## config.mk

```make
export PLATFORM = sky130hd
export DESIGN_NAME = mac_address_text_parser_flat
export DESIGN_NICKNAME = d
export VERILOG_FILES = /design/src/hdl/mtp_pkg.sv /design/src/hdl/mtp_char_if.sv /design/src/hdl/mtp_result_if.sv /design/src/hdl/mac_address_text_parser.sv /design/src/flat_wrapper.sv
export SDC_FILE = /design/constraint.sdc
export NUM_CORES = 1
export LEC_CHECK = 0
export BUFFER_PORTS_ARGS = -buffer_cell sky130_fd_sc_hd__clkbuf_2
export CORE_AREA = 5 5 135 105
export CTS_BUF_LIST = sky130_fd_sc_hd__clkbuf_4 sky130_fd_sc_hd__clkbuf_8 sky130_fd_sc_hd__clkbuf_16
export DETAILED_ROUTE_END_ITERATION = 7
export DIE_AREA = 0 0 140 110
export PLACE_DENSITY_LB_ADDON = 0.1
export SYNTH_ARGS = -nofsm -noshare
export SYNTH_HDL_FRONTEND = slang
export SYNTH_SLANG_ARGS = --single-unit
```

## constraint.sdc

```tcl
create_clock -name clk -period 4.35 [get_ports clk]
set_input_delay 0.6525 -clock clk [delete_from_list [all_inputs] [get_ports clk]]
set_output_delay 0.6525 -clock clk [all_outputs]
set_load 0.01 [all_outputs]
```

## src/hdl/mtp_pkg.sv

```systemverilog
// mtp_pkg: types, constants and character decode for the mac address text parser
// no dependencies

package mtp_pkg;

    localparam int unsigned CHAR_W     = 8;
    localparam int unsigned ADDR_BYTES = 6;
    localparam int unsigned ADDR_W     = 48;
    localparam int unsigned HASH_W     = 32;

    typedef logic [CHAR_W-1:0]             char_t;
    typedef logic [ADDR_BYTES-1:0][7:0]    addr_t;
    typedef logic [1:0]                    digit_cnt_t;
    typedef logic [2:0]                    sep_cnt_t;

    // separator characters
    localparam char_t CHAR_COLON  = 8'h3a;
    localparam char_t CHAR_HYPHEN = 8'h2d;

    // five separators make six groups
    localparam sep_cnt_t   SEP_MAX   = 3'd5;
    localparam digit_cnt_t DIGIT_MAX = 2'd2;

    // special address patterns
    localparam logic [ADDR_W-1:0] ADDR_BROADCAST = 48'hffff_ffff_ffff;
    localparam logic [15:0]       PFX_IPV6_MCAST = 16'h3333;
    localparam logic [23:0]       PFX_IPV4_MCAST = 24'h01005e;

    typedef struct packed {
        logic       ok;
        logic [3:0] nibble;
    } hex_t;

    function automatic hex_t hex_decode(input char_t c);
        hex_t h;
        h.ok     = 1'b0;
        h.nibble = 4'h0;
        if (c >= 8'h30 && c <= 8'h39)
        begin
            h.ok     = 1'b1;
            h.nibble = c[3:0];
        end
        else if ((c >= 8'h61 && c <= 8'h66) || (c >= 8'h41 && c <= 8'h46))
        begin
            // 'a'..'f' and 'A'..'F' share the low bits 1..6
            h.ok     = 1'b1;
            h.nibble = c[3:0] + 4'h9;
        end
        return h;
    endfunction

endpackage

```

## src/hdl/mtp_char_if.sv

```systemverilog
// mtp_char_if: valid/ready channel carrying one address text character
// depends on mtp_pkg

interface mtp_char_if;
    import mtp_pkg::*;

    logic  valid;
    logic  ready;
    char_t char_code;
    logic  is_last;

    modport source (output valid, output char_code, output is_last, input ready);
    modport sink   (input valid, input char_code, input is_last, output ready);
endinterface

```

## src/hdl/mtp_result_if.sv

```systemverilog
// mtp_result_if: valid/ready channel carrying one parsed address result
// depends on mtp_pkg

interface mtp_result_if;
    import mtp_pkg::*;

    logic              valid;
    logic              ready;
    logic              valid_res;
    logic [ADDR_W-1:0] address;
    logic              mcast_bit;
    logic              special_match;
    logic [HASH_W-1:0] hash_value;

    modport source (output valid, output valid_res, output address, output mcast_bit,
                    output special_match, output hash_value, input ready);
    modport sink   (input valid, input valid_res, input address, input mcast_bit,
                    input special_match, input hash_value, output ready);
endinterface

```

## src/hdl/mac_address_text_parser.sv

```systemverilog
// mac_address_text_parser: streaming parser for textual 48-bit mac addresses
// depends on mtp_pkg, mtp_char_if, mtp_result_if
//
// channel    dir  word                                    handshake
// char_in    in   char_code, is_last                      valid/ready
// res_out    out  valid_res, address, mcast_bit,          valid/ready
//                 special_match, hash_value
// cfg        in   cfg_wr_data (separator select)          cfg_wr_en, no wait
//
// one character per cycle unless a last character waits for the slot; a word
// passes an input register and then the parse step into the result register
// the result register holds one word; characters that are not last keep
// flowing while a result waits, a last character waits for the slot
// rst_n clears the parse state, the separator select and both valid flags

module mac_address_text_parser
(
    input  logic                 clk,
    input  logic                 rst_n,
    input  logic                 cfg_wr_en,
    input  logic                 cfg_wr_data,
    mtp_char_if.sink             char_in,
    mtp_result_if.source         res_out
);
    import mtp_pkg::*;

    // separator select: 0 colon, 1 hyphen
    logic       sep_sel_reg;

    // input register
    logic       s1_valid_reg, s1_valid_next;
    char_t      s1_char_reg;
    logic       s1_last_reg;

    // parse state
    addr_t      addr_reg, addr_next;
    digit_cnt_t digit_cnt_reg, digit_cnt_next;
    sep_cnt_t   sep_cnt_reg, sep_cnt_next;
    logic       err_reg, err_next;

    // result register
    logic              res_valid_reg, res_valid_next;
    logic              res_ok_reg, res_ok_next;
    logic [ADDR_W-1:0] res_addr_reg, res_addr_next;
    logic              res_mcast_reg, res_mcast_next;
    logic              res_special_reg, res_special_next;

    logic       s1_take;
    logic       s2_go;
    hex_t       hex;
    logic       is_sep;
    logic [2:0] byte_sel;
    logic [ADDR_W-1:0] addr_flat;
    logic       done_ok;

    // a last character may only move on when the result slot is free
    assign s2_go   = s1_valid_reg && (!s1_last_reg || !res_valid_reg || res_out.ready);
    assign char_in.ready = !s1_valid_reg || s2_go;
    assign s1_take = char_in.valid && char_in.ready;

    assign hex      = hex_decode(s1_char_reg);
    assign is_sep   = s1_char_reg == (sep_sel_reg ? CHAR_HYPHEN : CHAR_COLON);
    // group n lands in byte 5-n, the first group on top
    assign byte_sel = SEP_MAX - sep_cnt_reg;

    always_comb
    begin
        s1_valid_next    = s1_valid_reg;
        addr_next        = addr_reg;
        digit_cnt_next   = digit_cnt_reg;
        sep_cnt_next     = sep_cnt_reg;
        err_next         = err_reg;
        res_valid_next   = res_valid_reg;
        res_ok_next      = res_ok_reg;
        res_addr_next    = res_addr_reg;
        res_mcast_next   = res_mcast_reg;
        res_special_next = res_special_reg;
        addr_flat        = '0;
        done_ok          = 1'b0;

        if (s1_take)
            s1_valid_next = 1'b1;
        else if (s2_go)
            s1_valid_next = 1'b0;

        if (res_out.ready)
            res_valid_next = 1'b0;

        if (s2_go && !err_reg)
        begin
            if (hex.ok && digit_cnt_reg < DIGIT_MAX)
            begin
                for (int b = 0; b < ADDR_BYTES; b++)
                begin
                    if (byte_sel == 3'(b))
                        addr_next[b] = {addr_reg[b][3:0], hex.nibble};
                end
                digit_cnt_next = digit_cnt_reg + 2'd1;
            end
            else if (is_sep && digit_cnt_reg != 2'd0 && sep_cnt_reg != SEP_MAX)
            begin
                sep_cnt_next   = sep_cnt_reg + 3'd1;
                digit_cnt_next = '0;
            end
            else
            begin
                err_next = 1'b1;
            end
        end

        if (s2_go && s1_last_reg)
        begin
            // result is formed from the state after the last character
            done_ok          = !err_next && sep_cnt_next == SEP_MAX;
            addr_flat        = done_ok ? addr_next : '0;
            res_valid_next   = 1'b1;
            res_ok_next      = done_ok;
            res_addr_next    = addr_flat;
            res_mcast_next   = addr_flat[40];
            res_special_next = done_ok && (addr_flat == ADDR_BROADCAST
                                           || addr_flat[47:32] == PFX_IPV6_MCAST
                                           || addr_flat[47:24] == PFX_IPV4_MCAST);
            addr_next        = '0;
            digit_cnt_next   = '0;
            sep_cnt_next     = '0;
            err_next         = 1'b0;
        end
    end

    always_ff @(posedge clk or negedge rst_n)
    begin
        if (!rst_n)
        begin
            sep_sel_reg   <= 1'b0;
            s1_valid_reg  <= 1'b0;
            addr_reg      <= '0;
            digit_cnt_reg <= '0;
            sep_cnt_reg   <= '0;
            err_reg       <= 1'b0;
            res_valid_reg <= 1'b0;
        end
        else
        begin
            if (cfg_wr_en)
                sep_sel_reg <= cfg_wr_data;
            s1_valid_reg  <= s1_valid_next;
            addr_reg      <= addr_next;
            digit_cnt_reg <= digit_cnt_next;
            sep_cnt_reg   <= sep_cnt_next;
            err_reg       <= err_next;
            res_valid_reg <= res_valid_next;
        end
    end

    // payload registers, no reset
    always_ff @(posedge clk)
    begin
        if (s1_take)
        begin
            s1_char_reg <= char_in.char_code;
            s1_last_reg <= char_in.is_last;
        end
        res_ok_reg      <= res_ok_next;
        res_addr_reg    <= res_addr_next;
        res_mcast_reg   <= res_mcast_next;
        res_special_reg <= res_special_next;
    end

    assign res_out.valid         = res_valid_reg;
    assign res_out.valid_res     = res_ok_reg;
    assign res_out.address       = res_addr_reg;
    assign res_out.mcast_bit     = res_mcast_reg;
    assign res_out.special_match = res_special_reg;
    assign res_out.hash_value    = res_addr_reg[HASH_W-1:0];

    // group and digit counters stay in range
    a_sep_range: assert property (@(posedge clk) disable iff (!rst_n)
        sep_cnt_reg <= SEP_MAX)
        else $error("separator count out of range");

    a_digit_range: assert property (@(posedge clk) disable iff (!rst_n)
        digit_cnt_reg <= DIGIT_MAX)
        else $error("digit count out of range");

    // a failed parse carries an all-zero word
    a_invalid_zero: assert property (@(posedge clk) disable iff (!rst_n)
        (res_valid_reg && !res_ok_reg) |-> (res_addr_reg == '0 && !res_special_reg))
        else $error("invalid result with nonzero fields");

    // state is cleared after the last character of a string
    a_clear_after_last: assert property (@(posedge clk) disable iff (!rst_n)
        (s2_go && s1_last_reg) |=> (sep_cnt_reg == '0 && digit_cnt_reg == '0 && !err_reg))
        else $error("parse state not cleared after last character");

    // a waiting result is never overwritten
    a_no_overwrite: assert property (@(posedge clk) disable iff (!rst_n)
        (res_valid_reg && !res_out.ready) |=> (res_valid_reg && $stable(res_addr_reg)))
        else $error("pending result lost");

endmodule
```

## src/flat_wrapper.sv

```systemverilog
// flat-port wrapper written by rule: the top's interface ports become plain ports
module mac_address_text_parser_flat import mtp_pkg::*;
  (clk, rst_n, cfg_wr_en, cfg_wr_data, char_in_valid, char_in_char_code, char_in_is_last, char_in_ready, res_out_valid, res_out_valid_res, res_out_address, res_out_mcast_bit, res_out_special_match, res_out_hash_value, res_out_ready);
  mtp_char_if char_in_i ();
  mtp_result_if res_out_i ();
  input  logic clk;
  input  logic rst_n;
  input  logic cfg_wr_en;
  input  logic cfg_wr_data;
  input wire logic [$bits(char_in_i.valid)-1:0] char_in_valid;
  input wire logic [$bits(char_in_i.char_code)-1:0] char_in_char_code;
  input wire logic [$bits(char_in_i.is_last)-1:0] char_in_is_last;
  output wire logic [$bits(char_in_i.ready)-1:0] char_in_ready;
  output wire logic [$bits(res_out_i.valid)-1:0] res_out_valid;
  output wire logic [$bits(res_out_i.valid_res)-1:0] res_out_valid_res;
  output wire logic [$bits(res_out_i.address)-1:0] res_out_address;
  output wire logic [$bits(res_out_i.mcast_bit)-1:0] res_out_mcast_bit;
  output wire logic [$bits(res_out_i.special_match)-1:0] res_out_special_match;
  output wire logic [$bits(res_out_i.hash_value)-1:0] res_out_hash_value;
  input wire logic [$bits(res_out_i.ready)-1:0] res_out_ready;
  assign char_in_i.valid = char_in_valid;
  assign char_in_i.char_code = char_in_char_code;
  assign char_in_i.is_last = char_in_is_last;
  assign char_in_ready = char_in_i.ready;
  assign res_out_valid = res_out_i.valid;
  assign res_out_valid_res = res_out_i.valid_res;
  assign res_out_address = res_out_i.address;
  assign res_out_mcast_bit = res_out_i.mcast_bit;
  assign res_out_special_match = res_out_i.special_match;
  assign res_out_hash_value = res_out_i.hash_value;
  assign res_out_i.ready = res_out_ready;
  mac_address_text_parser u_core (.clk(clk), .rst_n(rst_n), .cfg_wr_en(cfg_wr_en), .cfg_wr_data(cfg_wr_data), .char_in(char_in_i), .res_out(res_out_i));
endmodule
```

==> out/results.tsv, run 1 <==
metric	value	unit
status	completed	
critical path class	flip-flop to flip-flop	
Synth top area share	31.8	%
Die X	140	um
Avg Inst Size Synth	11.6	sq um
Simple-Gate Fraction of Synth Area	15.6	%
Max Cap Viol	0	
initial antenna violation count	0	
std cell rows	36	
Post-synth EDFFs	59	
asr flop ratio synth	49.1	%
worst-margin pin slew	771	ps
top cells by count, synth	nor2_1, edfxtp_1, dfrtp_1, mux2i_1, buf_4	
adder-cell share of the synthesized area	2.24	%
Post-CTS Hold Fix Bufs	0	
buffer and inverter count on the worst path	1	
ANT nets after route	0	
clock tree from TritonCTS	done	
CTS Sinks	116	
Distinct cells, synth	65	
post-synthesis mux area share	9.20	%
min Tclk post-route	3630	ps
1st-pass router iterations	5	
Overall Global Routing Usage	16.9	%
Sequential Area	0.00320	sq mm
nets@finish	574	
area of the multi-input gates	0.00199	sq mm
largest family of logic cells by synthesized area	simple AND/OR/NAND/NOR gates	
die area	0.0154	sq mm
first-pass GRT wire length	20400	um
clk_lat worst skew	410	ps
fin crit share	83.5	%
YS warnings	0	
CTS clock-pin slew for the worst setup and hold paths	60	ps
sequential fraction of the synthesis area	57.4	%
dominant cell type by area after synthesis	edfxtp_1	
top-count cell post-synth	nor2_1	
H-tree levels	4	
Setup Skew	9.37	ps
Setup crit end kind	flip-flop	
wire per inst	17.3	um
Final GP Congestion	0.838	
PostCTS Resize Cnt	0	
ant diodes	0	
Post-Route WL	12700	um
CTS buffer count	17	
initial core utilization	43.9	%
pwr/cell area	430	mW/mm^2
Critical Path AT	3870	ps
DRC	0	
max incr delay on CP	730	ps
setup bufs post-CTS	0	
die height	110	um
Top delay family on crit path	compound AO/OA/AOI/OAI gates	
WHS	392	ps
Final Setup Violations	0	
#FFs+latches synth	116	
Synth Flop Type	edfxtp_1	
Filler Cell Count	1177	
largest net degree at the start of global routing	58	
final hold viol count	0	
Synth Area in XOR/XNOR	0.314	%
Post-Synthesis Net Count	504	
total I/O pin count	100	
Leakage	2.80	nW
CTS Buffer Depth	2	
worst path required time	4590	ps
mapped cell area	0.00557	sq mm
Worst R2R Setup Slack	720	ps
FF-to-FF End	u_core.res_out.special_match	
crit path cell chain	inv_1 > ha_1 > o21bai_1 > a21oi_2 > o2111a_1 > nand3_1 > a211o_1 > or4_4 > o31a_1 > o32ai_2	
CP max-delay cell	o2111a_1	
post-synthesis cell count	479	
peak supply drop	270	uV
main area contributors after synthesis	edfxtp_1, dfrtp_1, mux2i_1	
reg2reg path depth	10	
vias	3815	
core area	0.0127	sq mm
RSZ-0062 raised after global routing	false	
setup_tns	0	ps
Compound-Gate Fraction of Synth Area	8.10	%
Overflow after GRT	0	
worst r2r src	u_core.s1_char_reg[0]	
startpoint types	flip-flop	
Crit Path Max Fanout	18	
post-DP HPWL	8780	um
Port Buf Inserts	99	
vias per cell	5.20	
clock root buffer	clkbuf_16	
Final Max Slew Viols	0	
share of layout cells above drive strength 1	27.6	%
Slew headroom	48.6	%
area delta synth->final	18.6	%
f_max	0.275	GHz
Tightest Hold Check Type	input port to asynchronous set/reset pin	
vias in the first global route	3861	
first-iteration detailed-routing DRC count	246	
-- how the worst max path moves through the flow --
stage	from	cells past startpoint	endpoint	slack (ps)
6_report	u_core.s1_char_reg[0]	10	u_core.res_out.special_match	720
5_1_grt	u_core.s1_char_reg[0]	10	u_core.res_out.special_match	440
4_1_cts	u_core.s1_char_reg[0]	10	u_core.res_out.special_match	720
3_5_place_dp	u_core.s1_char_reg[0]	10	u_core.res_out.special_match	730
3_3_place_gp	u_core.s1_char_reg[0]	10	u_core.res_out.special_match	870
2_1_floorplan	u_core.s1_char_reg[0]	12	u_core.res_out.special_match	1260
-- layout make-up --
| class | instances | share of cell area (%) |
|---|---|---|
| multi-input combinational | 295 | 30.2 |
| clock buffer | 17 | 6.44 |
| clock inverter | 15 | 2.75 |
| timing repair buffer | 106 | 8.29 |
| inverter | 13 | 0.738 |
| tap | 171 | 3.24 |
| sequential | 116 | 48.4 |
-- cell families after synthesis --
family	after synthesis
flip-flops	116
XOR/XNOR	2
AO/OA/AOI/OAI	53
AND/OR/NAND/NOR	179
buffers and inverters	68
adder cells (fa/ha/maj)	10
multiplexers	51
-- routing by layer --
layer | global-route usage [%] | part of all wire (%)
met1 | 24.4 | 49
met5 | 0 | 0
met2 | 25.4 | 45
met4 | 5.81 | 1.0
met3 | 3.88 | 4.7
-- worst register-to-register path, cell delays in order, from the launching register on --
cell      delay, ps
edfxtp_1        550
inv_1           160
ha_1            220
o21bai_1        130
a21oi_2         400
o2111a_1        730
nand3_1         160
a211o_1         320
or4_4           490
o31a_1          130
o32ai_2         180
-- layout by cell type (no fill, tap or decap), types with 3 or more instances in the layout --
master,n
nand2b_1,4
clkbuf_16,17
clkinvlp_4,5
nor4_1,6
edfxtp_1,59
and2_1,4
clkbuf_2,99
nor2_1,107
bufinv_16,3
nor3_1,7
mux2i_1,49
nand4_1,7
clkinv_4,3
dfrtp_1,57
nand3_1,10
a31oi_1,6
inv_1,13
nand2_1,9
a21oi_1,7
buf_4,7
nor2b_1,4
ha_1,10
o21ai_0,8
nand3b_1,4
-- per-stage QoR --
stage	util [%]	power (mW)	worst slack [ps]	cells	cell area [sq um]
2_1_floorplan	-	1.37	1260	479	5570
3_3_place_gp	47.3	1.44	870	701	6000
3_5_place_dp	47.3	1.44	730	701	6000
4_1_cts	52.0	2.87	718	733	6610
5_1_grt	52.0	2.95	440	733	6610
6_report	52.0	2.84	719	733	6610
-- report_power, final --
group | total [mW] | switching, mW | internal [mW] | leakage [nW]
registers | 1.23 | 0.0302 | 1.20 | 1.32
logic | 0.189 | 0.121 | 0.0676 | 1.20
clock network | 1.42 | 0.520 | 0.903 | 0.282
total | 2.84 | 0.671 | 2.17 | 2.80
(Power assumes the default switching activity.)
==> run 2: changes to the inputs <==
- clock period: 4.35 -> 3.1 ns (I/O delays scaled with it)
==> run 2 against run 1 <==
Compared with the run above:
- final cell count is 4.1% higher
- non-clock buffer count is 30 higher
- critical endpoint unchanged
- global-route usage is 0.60 points higher
- first-iteration DRC count is 20% higher
- combinational power is 60% higher
==> out/results.tsv, run 2 (synthesis results as in run 1) <==
metric	value	unit
setup_tns	0	ps
busiest grt layer	met1	
worst path required time	3340	ps
Filler Cell Count	1130	
core area	0.0127	sq mm
CTS Sinks	116	
final hold viol count	0	
Max Cap Viol	0	
met1 GRT Util	25.7	%
most common cell after layout, fill and taps aside	nor2_1	
min Tclk post-route	2960	ps
Setup crit end kind	flip-flop	
DRC	0	
Post-CTS Hold Fix Bufs	0	
Tightest Hold Check Type	input port to asynchronous set/reset pin	
met2 Resource Use GR	25.2	%
clock tree from TritonCTS	done	
final core occ	54.0	%
die area	0.0154	sq mm
Final Max Slew Viols	0	
pwr/cell area	563	mW/mm^2
Post-Route WL	13000	um
post-DP HPWL	9460	um
startpoint types	flip-flop	
H-tree levels	4	
Overflow after GRT	0	
clock root buffer	clkbuf_16	
Slew headroom	44.3	%
f_max	0.338	GHz
Leakage	2.93	nW
Crit Path Max Fanout	8	
share of layout cells above drive strength 1	32.3	%
CTS buffer count	17	
ant diodes	0	
area delta synth->final	23.2	%
GR Layer Usage met3	5.43	%
clk_lat worst skew	420	ps
ANT nets after route	0	
1st-pass router iterations	4	
status	completed	
die height	110	um
Overall Global Routing Usage	17.5	%
Die X	140	um
vias in the first global route	3910	
Port Buf Inserts	99	
peak supply drop	402	uV
Final Setup Violations	0	
worst-margin pin slew	833	ps
fin crit share	95.4	%
WHS	16.1	ps
initial core utilization	43.9	%
Critical Path AT	3200	ps
critical path class	flip-flop to flip-flop	
Setup Skew	11.4	ps
first-iteration detailed-routing DRC count	295	
commonest cells after routing, fill and taps aside	nor2_1, clkbuf_2, edfxtp_1	
CTS Buffer Depth	2	
vias	3912	
Final GP Congestion	0.840	
first-pass GRT wire length	20800	um
std cell rows	36	
nets@finish	604	
largest net degree at the start of global routing	36	
CTS clock-pin slew for the worst setup and hold paths	60	ps
total I/O pin count	100	
wire per inst	17.1	um
initial antenna violation count	0	
vias per cell	5.13	
run 2: path summary, 6_finish.rpt:
check                                           start                            to  slack (ps)  depth (start not counted)
max in group asynchronous                       rst_n           u_core.addr_reg[24]        2380                          2
worst min register to register     u_core.sep_sel_reg            u_core.sep_sel_reg         540                          1
worst min-delay path                            rst_n            u_core.sep_sel_reg          20                          1
worst max-delay path            u_core.s1_char_reg[0]  u_core.res_out.special_match         140                         10
min in group clk                      char_in_is_last            u_core.s1_last_reg         230                          1
worst max register to register  u_core.s1_char_reg[0]  u_core.res_out.special_match         140                         10
run 2: metrics by stage:
stage	std cells	area (sq um)	power, mW	setup slack (ps)
floorplan	479	5570	1.93	6.67
global placement	729	6240	2.05	143
CTS	761	6810	3.90	37.9
global route	763	6870	4.03	-1.89
detailed placement	729	6240	2.05	-16.2
finish	763	6870	3.87	142
run 2: power breakdown:
group	internal, mW	total (mW)	switching [mW]
Clock	1.18	1.85	0.667
Combinational	0.118	0.302	0.185
Sequential	1.68	1.72	0.0366
run 2: timing repair:
item	4_1_cts	5_1_grt
endpoints found under the setup margin	1	6
resized for setup	1	12
pin swaps	0	4
gates cloned	0	0
buffers inserted	0	2
run 2: per-layer routing:
metal | routed length (um) | vias up
li1 | - | 1879
met1 | 6510 | 1916
met2 | 5620 | 111
met3 | 823 | 6
met4 | 99 | 0
met5 | 0 | -
run 2: worst max-delay path: stages (launching register included):
cell	delay, ps
edfxtp_1	430
inv_2	110
ha_4	150
or3b_4	380
o311a_4	180
o2111ai_4	320
mux2i_2	120
a211o_1	270
or4_4	490
o31a_1	130
o32ai_2	190
run 2: layout make-up:
cell class / instances / area (sq um) / area share [%]
inverters: 13 / 48.8 / 0.711
clock buffers: 19 / 440 / 6.42
flip-flops and latches: 116 / 3200 / 46.6
multi-input cells: 295 / 2040 / 29.8
well taps: 171 / 214 / 3.12
repair buffers: 136 / 802 / 11.7
clock inverters: 13 / 118 / 1.71
